File: config.mk
export PLATFORM = sky130hd
export DESIGN_NAME = pixel_rescale_slope_intercept
export DESIGN_NICKNAME = d
export VERILOG_FILES = /design/src/hw/rtl/prsi_pkg.sv /design/src/hw/rtl/prsi_round_sat.sv /design/src/hw/rtl/pixel_rescale_slope_intercept.sv
export SDC_FILE = /design/constraint.sdc
export NUM_CORES = 2
export LEC_CHECK = 0
export ABC_AREA = 1
export BUFFER_PORTS_ARGS = -buffer_cell sky130_fd_sc_hd__buf_4
export CORE_MARGIN = 10
export CORE_UTILIZATION = 30
export CTS_CLUSTER_DIAMETER = 150
export DETAILED_ROUTE_END_ITERATION = 10
export GPL_TIMING_DRIVEN = 0
export PLACE_DENSITY_LB_ADDON = 0.08
export SYNTH_ARGS = -nofsm -noshare
export SYNTH_HDL_FRONTEND = slang
export SYNTH_SLANG_ARGS = --single-unit
File: constraint.sdc
create_clock -name clk -period 9.3 [get_ports clk]
set_input_delay 0.93 -clock clk [delete_from_list [all_inputs] [get_ports clk]]
set_output_delay 0.93 -clock clk [all_outputs]
set_load 0.01 [all_outputs]
File: src/hw/rtl/prsi_pkg.sv
// Shared types and constants for the pixel rescale (slope/intercept) block.
`timescale 1ns / 1ps

package prsi_pkg;

  // Fixed field widths
  localparam int RAW_W    = 16;   // raw sample word
  localparam int SMP_W    = 17;   // sample after sign/zero extension
  localparam int SLOPE_W  = 32;
  localparam int ICPT_W   = 40;
  localparam int PROD_W   = SMP_W + SLOPE_W;   // exact product
  localparam int ACC_W    = PROD_W + 1;        // product plus intercept
  localparam int PIX_W    = 16;
  localparam int CFG_IDX_W  = 3;
  localparam int CFG_DATA_W = ICPT_W;

  localparam logic signed [PIX_W-1:0] PIX_MAX = 16'sh7fff;
  localparam logic signed [PIX_W-1:0] PIX_MIN = 16'sh8000;

  // Register map
  typedef enum logic [CFG_IDX_W-1:0] {
    REG_SIXTEEN_BIT = 3'd0,
    REG_SIGNED      = 3'd1,
    REG_SLOPE       = 3'd2,
    REG_INTERCEPT   = 3'd3
  } cfg_reg_t;

  // One finished result
  typedef struct packed {
    logic signed [PIX_W-1:0] pixel;
    logic                    sat;
  } pix_res_t;

endpackage

File: src/hw/rtl/prsi_round_sat.sv
// Round-half-away-from-zero and 16-bit saturation of the fixed-point sum.
`timescale 1ns / 1ps

module prsi_round_sat
  import prsi_pkg::*;
#(
  parameter int FRAC_BITS = 16
) (
  input  logic signed [ACC_W-1:0] acc,
  output pix_res_t                res
);

  localparam logic [ACC_W-1:0] HALF = ACC_W'(1) << (FRAC_BITS - 1);
  localparam int               TOP  = FRAC_BITS + PIX_W - 1;

  logic [ACC_W-1:0] rnd;
  logic             sat_hi;
  logic             sat_lo;

  // Negative sums take half minus one so that the arithmetic shift
  // rounds ties away from zero.
  always_comb begin
    rnd    = acc[ACC_W-1] ? (acc + HALF - ACC_W'(1)) : (acc + HALF);
    sat_hi = !rnd[ACC_W-1] && (|rnd[ACC_W-2:TOP]);
    sat_lo =  rnd[ACC_W-1] && !(&rnd[ACC_W-2:TOP]);
    res.sat = sat_hi || sat_lo;
    if (sat_hi) begin
      res.pixel = PIX_MAX;
    end else if (sat_lo) begin
      res.pixel = PIX_MIN;
    end else begin
      res.pixel = rnd[TOP:FRAC_BITS];
    end
  end

endmodule

File: src/hw/rtl/pixel_rescale_slope_intercept.sv
// Top level: modality rescale pixel = raw * slope + intercept, rounded and saturated.
`timescale 1ns / 1ps
//
//   channel  direction  handshake            payload
//   in_      sink       in_valid / in_stall   in_raw_sample[15:0]
//   out_     source     out_valid / out_stall out_pixel_value[15:0] s, out_saturated
//   cfg_     sink       cfg_valid / cfg_ready cfg_index[2:0], cfg_data[39:0]
//
// One beat per clock while out_stall is low; four register stages (extend,
// multiply, add intercept, round/saturate), and a beat taken in passes through
// them in that order into the output register, from which it can leave.
// The 17x32 multiplier in stage two sets the clock budget.
// Reset (synchronous, rst_n low) empties the pipeline and loads the register
// defaults: 16-bit mode, unsigned, slope 1.0, intercept 0.
// A stalled output holds its beat; stages behind it keep filling bubbles and
// in_stall rises only once every stage holds a beat.
// cfg_ready is always high; write registers only while the pipeline is empty.

module pixel_rescale_slope_intercept
  import prsi_pkg::*;
#(
  parameter int FRAC_BITS = 16
) (
  input  logic                         clk,
  input  logic                         rst_n,
  // sample input
  input  logic                         in_valid,
  output logic                         in_stall,
  input  logic [RAW_W-1:0]             in_raw_sample,
  // result output
  output logic                         out_valid,
  input  logic                         out_stall,
  output logic signed [PIX_W-1:0]      out_pixel_value,
  output logic                         out_saturated,
  // register writes
  input  logic                         cfg_valid,
  output logic                         cfg_ready,
  input  logic [CFG_IDX_W-1:0]         cfg_index,
  input  logic [CFG_DATA_W-1:0]        cfg_data
);

  localparam logic signed [SLOPE_W-1:0] SLOPE_ONE = SLOPE_W'(1) << FRAC_BITS;

  // ---------------------------------------------------------------------------
  // Configuration registers
  // ---------------------------------------------------------------------------
  logic                      mode16_r;
  logic                      signed_r;
  logic signed [SLOPE_W-1:0] slope_r;     // zero already replaced by 1.0
  logic signed [ICPT_W-1:0]  icpt_r;
  logic                      cfg_wr;

  assign cfg_ready = 1'b1;
  assign cfg_wr    = cfg_valid && cfg_ready;

  always_ff @(posedge clk) begin
    if (!rst_n) begin
      mode16_r <= 1'b1;
      signed_r <= 1'b0;
      slope_r  <= SLOPE_ONE;
      icpt_r   <= '0;
    end else if (cfg_wr) begin
      case (cfg_reg_t'(cfg_index))
        REG_SIXTEEN_BIT: mode16_r <= cfg_data[0];
        REG_SIGNED:      signed_r <= cfg_data[0];
        // A zero slope means unity; fold that in once here.
        REG_SLOPE:       slope_r  <= (cfg_data[SLOPE_W-1:0] == '0) ?
                                     SLOPE_ONE : cfg_data[SLOPE_W-1:0];
        REG_INTERCEPT:   icpt_r   <= cfg_data[ICPT_W-1:0];
        default: ;       // drop writes to unmapped indexes
      endcase
    end
  end

  // ---------------------------------------------------------------------------
  // Pipeline control: each stage loads when empty or when the stage ahead
  // loads, so bubbles collapse and a stalled output backs up one stage at a time.
  // ---------------------------------------------------------------------------
  logic s1_v_r, s2_v_r, s3_v_r, out_valid_r;
  logic ld1, ld2, ld3, ld_out;

  assign ld_out   = !out_valid_r || !out_stall;
  assign ld3      = !s3_v_r || ld_out;
  assign ld2      = !s2_v_r || ld3;
  assign ld1      = !s1_v_r || ld2;
  assign in_stall = !ld1;

  always_ff @(posedge clk) begin
    if (!rst_n) begin
      s1_v_r      <= 1'b0;
      s2_v_r      <= 1'b0;
      s3_v_r      <= 1'b0;
      out_valid_r <= 1'b0;
    end else begin
      if (ld1)    s1_v_r      <= in_valid;
      if (ld2)    s2_v_r      <= s1_v_r;
      if (ld3)    s3_v_r      <= s2_v_r;
      if (ld_out) out_valid_r <= s3_v_r;
    end
  end

  // ---------------------------------------------------------------------------
  // Datapath
  // ---------------------------------------------------------------------------
  logic signed [SMP_W-1:0]  s1_raw_r, s1_raw_nxt;
  logic signed [PROD_W-1:0] s2_prod_r, s2_prod_nxt;
  logic signed [ACC_W-1:0]  s3_acc_r, s3_acc_nxt;
  pix_res_t                 res_nxt;
  pix_res_t                 out_res_r;
  logic                     smp_sign;

  // Stage 1: pick the byte or word and extend it to 17 signed bits.
  always_comb begin
    if (mode16_r) begin
      smp_sign   = signed_r && in_raw_sample[RAW_W-1];
      s1_raw_nxt = {smp_sign, in_raw_sample};
    end else begin
      smp_sign   = signed_r && in_raw_sample[7];
      s1_raw_nxt = {{(SMP_W-8){smp_sign}}, in_raw_sample[7:0]};
    end
  end

  // Stage 2: exact product. Stage 3: add intercept.
  assign s2_prod_nxt = PROD_W'(s1_raw_r) * PROD_W'(slope_r);
  assign s3_acc_nxt  = ACC_W'(s2_prod_r) + ACC_W'(icpt_r);

  // Stage 4: round and clamp into the output register.
  prsi_round_sat #(
    .FRAC_BITS (FRAC_BITS)
  ) u_round_sat (
    .acc (s3_acc_r),
    .res (res_nxt)
  );

  always_ff @(posedge clk) begin
    if (ld1)    s1_raw_r  <= s1_raw_nxt;
    if (ld2)    s2_prod_r <= s2_prod_nxt;
    if (ld3)    s3_acc_r  <= s3_acc_nxt;
    if (ld_out) out_res_r <= res_nxt;
  end

  assign out_valid       = out_valid_r;
  assign out_pixel_value = out_res_r.pixel;
  assign out_saturated   = out_res_r.sat;

  // ---------------------------------------------------------------------------
  // Assertions
  // ---------------------------------------------------------------------------
  // Input backs up only when every stage holds a beat.
  a_stall_full: assert property (@(posedge clk) disable iff (!rst_n)
    in_stall |-> (s1_v_r && s2_v_r && s3_v_r && out_valid_r))
    else $error("in_stall with an empty pipeline stage");

  // A free-running output never stalls the input.
  a_no_stall_free: assert property (@(posedge clk) disable iff (!rst_n)
    !out_stall |-> !in_stall)
    else $error("in_stall while output is not stalled");

  // With no backpressure an accepted beat reaches out_ without being held in any stage.
  a_latency: assert property (@(posedge clk) disable iff (!rst_n)
    (in_valid && !in_stall) ##1 !out_stall ##1 !out_stall ##1 !out_stall
      |=> out_valid)
    else $error("accepted beat did not reach the output on time");

  // A clamped result carries one of the two range limits.
  a_sat_value: assert property (@(posedge clk) disable iff (!rst_n)
    (out_valid && out_saturated) |->
      (out_pixel_value == PIX_MAX || out_pixel_value == PIX_MIN))
    else $error("saturated flag with an unclamped value");

endmodule

# Yosys cells after proc, flatten, opt, wreduce, memory -nomap -nowiden
# Cells that the tools add are included.
# Widths: inputs -> output; s select.
word_totals:
  word_cells: 49
  ram_bits: 0
  romBits: 0
  latchBits: 0
  inputBits: 64
  output_inout_bits: 20
  memories: 0
  ff_bits: 211
classes:
  n_addsub: 3
  reduce_logical: 25
  n_shift: 0
  order_cmp: 0
  mux: 4
  multipliers: 1
  n_eq_ne: 3
  div_mod_pow: 0
  bitwise_logic: 0
ops:
  columns: ["cell", "count"]
  rows:
  - ["$add 49x40->50", 1]
  - ["$add 50x16->50 const B", 1]
  - ["$mux 50", 1]
  - ["$sub 50x1->50 const B", 1]
  - ["$mul 17x32->49", 1]
  - ["$logic_not 32->1", 1]
  - ["$mux 32", 1]
  - ["$reduce_and 18->1", 1]
  - ["$reduce_or 18->1", 1]
  - ["$mux 17", 1]
  - ["$mux 16", 1]
  - ["$logic_not 1->1", 8]
  - ["$reduce_and 2->1", 4]
  - ["$eq 3x2->1 const B", 2]
  - ["$logic_or 1x1->1", 5]
  - ["$logic_and 1x1->1", 4]
  - ["$eq 3x1->1 const B", 1]
  - ["$logic_not 3->1", 1]

# Logic depth before layout (Yosys ltp)
depth:
  ltp_word: 7
  depth_mapped: 32
  depth_no_buf: 30

# Modules after synthesis
# Synthesis repeated with hierarchy kept, for this count alone.
unflattened:
  hier_cells: 4966
  hier_area_um2: 35162.5
by_module_without_submodules:
  columns: ["mod", "cells_per_inst", "instances", "seq_area_each_um2", "area_per_inst_um2"]
  rows:
  - ["pixel_rescale_slope_intercept", 4245, 1, 5555.3, 31876.8]
  - ["prsi_round_sat", 721, 1, 0.0, 3285.7]

# Least setup slack after synthesis
# Ideal clock, no wire load.
synth_path:
  path_type: "reg-to-reg"
  startpoint: "register slope_r[7]"
  endpoint: "register s2_prod_r[48] (data pin)"
  slack_ns: 3.335
  arrival_time_ns: 5.704
  path_stages_with_launch: 26
  required_time_ns: 9.039
  cell_sequence: "dfxtp_1 clkbuf_1 clkbuf_1 nand2_1 fa_1 inv_1 fa_1 inv_1 fa_1 inv_1 fa_1 fa_1 inv_1 fa_1 inv_1 ha_1 a21oi_1 inv_1 a21oi_1 o31ai_1 a21oi_1 a21boi_0 o21bai_1 nand4_1 nand2_1 xor2_1"
synth_between:
  elab_chain_cells: 1
synth_lines:
  columns: ["element", "line", "source"]
  rows:
  - ["start, declared", "pixel_rescale_slope_intercept.sv:49", "logic signed [SLOPE_W-1:0] slope_r;"]
  - ["start signal, assigned", "pixel_rescale_slope_intercept.sv:67", "REG_SLOPE: slope_r <= (cfg_data[SLOPE_W-1:0] == '0) ?"]
  - ["$mul 17x32->49", "pixel_rescale_slope_intercept.sv:124", "assign s2_prod_nxt = PROD_W'(s1_raw_r) * PROD_W'(slope_r);"]
  - ["via s2_prod_nxt[48]", "pixel_rescale_slope_intercept.sv:106", "logic signed [PROD_W-1:0] s2_prod_r, s2_prod_nxt;"]
  - ["end signal, assigned", "pixel_rescale_slope_intercept.sv:137", "if (ld2) s2_prod_r <= s2_prod_nxt;"]
  - ["end, declared", "pixel_rescale_slope_intercept.sv:106", null]
# The timed path passes the listed nets, and every way through them passes these cells.
# A chain may end at the register's enable or synchronous reset.

# Worst setup path in the final report
layout_path:
  startpoint: "register slope_r[18]"
  endpoint: "register s2_prod_r[43] (data pin)"
# The elaborated chain is that of the path after synthesis.

==> impl_metrics.env <==
export IMPL_status="complete, no violations"
export IMPL_slew_violations=0
export IMPL_clk_latency_ns=0.66
export IMPL_power_frac_seq_pct=27.2
export IMPL_ys_dominant_reg_cell="edfxtp_1"
export IMPL_r2r_start="slope_r[18]$_SDFFE_PN0P_"
export IMPL_yosys_area_top_type="fa_1"
export IMPL_grt_overflow=0
export IMPL_post_cts_setup_buffers=0
export IMPL_ys_ff_latch=211
export IMPL_setup_viol=0
export IMPL_io_pins=84
export IMPL_finClkSkew_ns=0.07960
export IMPL_wl_per_cell_um=20.28
export IMPL_mostFrequentLayoutCells="inv_1, nand2_1, fa_1"
export IMPL_drv_cap=0
export IMPL_comb_power_share_pct=51.3
export IMPL_n_fill_cell=11628
export IMPL_drt_iter0_drc=1272
export IMPL_min_path_type="register to register"
export IMPL_vias=25408
export IMPL_htree_levels=1
export IMPL_synth_fp_nets=4805
export IMPL_synth_edf_count=133
export IMPL_yosys_warnings=0
export IMPL_yosys_top_cells_area="fa_1, edfxtp_1, inv_1"
export IMPL_wl_mm=113.3
export IMPL_antenna_found_initial=6
export IMPL_crit_path_top_delay_cell="o31ai_1"
export IMPL_grt_max_degree=43
export IMPL_relSlewSlack_pct=16.79
export IMPL_portBuffers=81
export IMPL_layout_nets=4921
export IMPL_layout_drive_gt1_share_pct=5.031
export IMPL_crit_top_cell="fa_1"
export IMPL_ff2ff_path_depth=22
export IMPL_cts_hold_buf=0
export IMPL_cp_cell_sequence="clkbuf_1 -> clkbuf_1 -> nand2_1 -> fa_1 -> fa_1 -> fa_1 -> inv_1 -> fa_1 -> fa_1 -> inv_1 -> fa_1 -> inv_1 -> ha_1 -> nand2_1 -> nor2_1 -> inv_1 -> nor3_1 -> a21oi_1 -> o31ai_1 -> nand4_1 -> nand3_1 -> nand2_1"
export IMPL_synth_area_per_cell_um2=7.862
export IMPL_fin_crit_ns=8.135
export IMPL_crit_path_end_kind="register"
export IMPL_hold_violations=0
export IMPL_numCtsBuffers=30
export IMPL_die_h_um=346.0
export IMPL_clockBufferDepth=3
export IMPL_worstPathRequired_ns=9.63
export IMPL_p_int_mw=2.987
export IMPL_p_per_area_nw_per_um2=156.6
export IMPL_fp_dieW_um=346.0
export IMPL_worst_ep_arrival_time_ns=8.47
export IMPL_tightest_slew_ns=1.248
export IMPL_netlist_area_um2=31870
export IMPL_fp_row_count=119
export IMPL_tritoncts="done"
export IMPL_clk_pin_slew_ns=0.06
export IMPL_ys_types=51
export IMPL_avgViaCountPerCell=4.549
export IMPL_peakVddDrop_mv=0.1748
export IMPL_remaining_drc_errors=0
export IMPL_synth_top_area_share_pct=32.79
export IMPL_diodes=0
export IMPL_start_util_pct=30.24
export IMPL_p_sw_mw=2.543
export IMPL_die_area_um2=119700
export IMPL_p_leak_nw=18.77
export IMPL_drt_pass1_iter_count=7
export IMPL_cpPeakStageDelay_ns=0.70
export IMPL_seq_area_frac_synth_pct=17.43
export IMPL_setup_tns_ns=0
export IMPL_cts_root_buf="clkbuf_16"
export IMPL_grt_total_usage_pct=18.96
export IMPL_path_max_fanout=10
export IMPL_numClockSinks=211
export IMPL_fin_crit_sh_pct=87.48
export IMPL_gp_congestion=0.8781
export IMPL_grt_pass1_vias=27466
export IMPL_final_common_cell="inv_1"
export IMPL_synthToLayoutAreaGrowth_pct=10.76
export IMPL_start_kind="register"
export IMPL_p_sw_share_pct=45.98
export IMPL_async_reset_ff_share_pct=0
export IMPL_place_hpwl_mm=97.21
export IMPL_fmax_mhz=122.9
export IMPL_hold_slack_ns=0.4498
export IMPL_crit_start="slope_r[18]$_SDFFE_PN0P_"
export IMPL_crit_type="register to register"
export IMPL_rsz0062_at_grt="false"
export IMPL_grt_pass1_wl_mm=172.4
export IMPL_synthCells=4054
export IMPL_power_frac_clock_pct=21.4
export IMPL_core_um2=105400
export IMPL_min_from="icpt_r[18]$_SDFFE_PN0P_"
export IMPL_whs_path_depth=2
export IMPL_ant_nets=0
export IMPL_cts_resized=0
stage by stage:
step | power, mW | instance area [µm²] | std cells | util (%) | setup WS [ns]
floorplan | 3.387 | 31870 | 4054 | - | 3.335
global placement | 4.369 | 34220 | 5526 | 32.46 | 1.176
detailed placement | 4.362 | 34280 | 5529 | 32.52 | 1.165
CTS | 5.579 | 35300 | 5585 | 33.49 | 1.040
global route | 6.001 | 35300 | 5585 | 33.49 | 0.8214
finish | 5.530 | 35300 | 5585 | 33.49 | 1.165
kinds of logic (layout without fill, tap and decap cells):
family | after synthesis | count (layout) | synth area share, %
adder cells (fa/ha/maj) | 687 | 687 | 39.26
AND/OR/NAND/NOR | 1402 | 1402 | 18.32
AO/OA/AOI/OAI | 427 | 427 | 7.317
XOR/XNOR | 121 | 121 | 3.384
other | 1 | 1 | 0.01176
flip-flops | 211 | 211 | 17.43
buffers and inverters | 1205 | 1345 | 14.27
worst max-delay path: cells and delay by family, from the launching register on:
| family | cells | cell delay (ns) |
|---|---|---|
| AO/OA/AOI/OAI | 2 | 0.91 |
| adder cells (fa/ha/maj) | 7 | 3.62 |
| buffers and inverters | 6 | 1.45 |
| flip-flops | 1 | 0.31 |
| AND/OR/NAND/NOR | 7 | 1.50 |
routing by layer:
layer | GRT usage [%] | share of wire [%]
met1 | 24.35 | 44
met2 | 34.14 | 50
met3 | 1.913 | 3.6
met4 | 4.031 | 2.3
met5 | 0 | 0.014
cell usage after synthesis, drive strengths merged, types with 11 or more instances:
master and number:
xor2 73, o21ai 136, a31oi 43, nor4 11, inv 1061, nand2 967, nor3 25, ha 165
dfxtp 78, clkbuf 138, a21oi 198, nand3 88, xnor2 48, fa 522, edfxtp 133, nand4 28
nor2 258
power by group through the flow:
| stage | Clock [mW] | Sequential [mW] | Combinational, mW |
|---|---|---|---|
| 2_1_floorplan | 0 | 1.46 | 1.92 |
| 3_3_place_gp | 0 | 1.53 | 2.84 |
| 3_5_place_dp | 0 | 1.53 | 2.83 |
| 4_1_cts | 1.22 | 1.51 | 2.85 |
| 5_1_grt | 1.26 | 1.54 | 3.20 |
| 6_report | 1.19 | 1.51 | 2.84 |
layout make-up:
type / instances / area, µm² / area share, %
buffer: 143 / 563.0 / 1.595
clock buffer: 47 / 908.4 / 2.573
clock inverter: 9 / 115.1 / 0.3261
inverter: 1062 / 3986 / 11.29
multi-input combinational: 2638 / 21770 / 61.68
sequential: 211 / 5555 / 15.74
tap: 1391 / 1740 / 4.930
timing repair buffer: 84 / 659.4 / 1.868
sequential cells by signal, indices dropped and copies added (netlist names):
signal           count
s2_v_r               1
s1_raw_r            17
mode16_r             1
out_saturated        1
s1_v_r               1
signed_r             1
slope_r             32
icpt_r              40
s3_v_r               1
s3_acc_r            50
out_pixel_value     16
s2_prod_r           49
out_valid            1
path summary, 6_finish.rpt:
kind                            slack [ns]                       to
worst max-delay path                  1.16  s2_prod_r[43]$_DFFE_PP_
worst min-delay path                  0.45  icpt_r[18]$_SDFFE_PN0P_
worst max register to register        1.16  s2_prod_r[43]$_DFFE_PP_
worst min register to register        0.45  icpt_r[18]$_SDFFE_PN0P_
No activity file was read; power rests on OpenSTA's default activity.
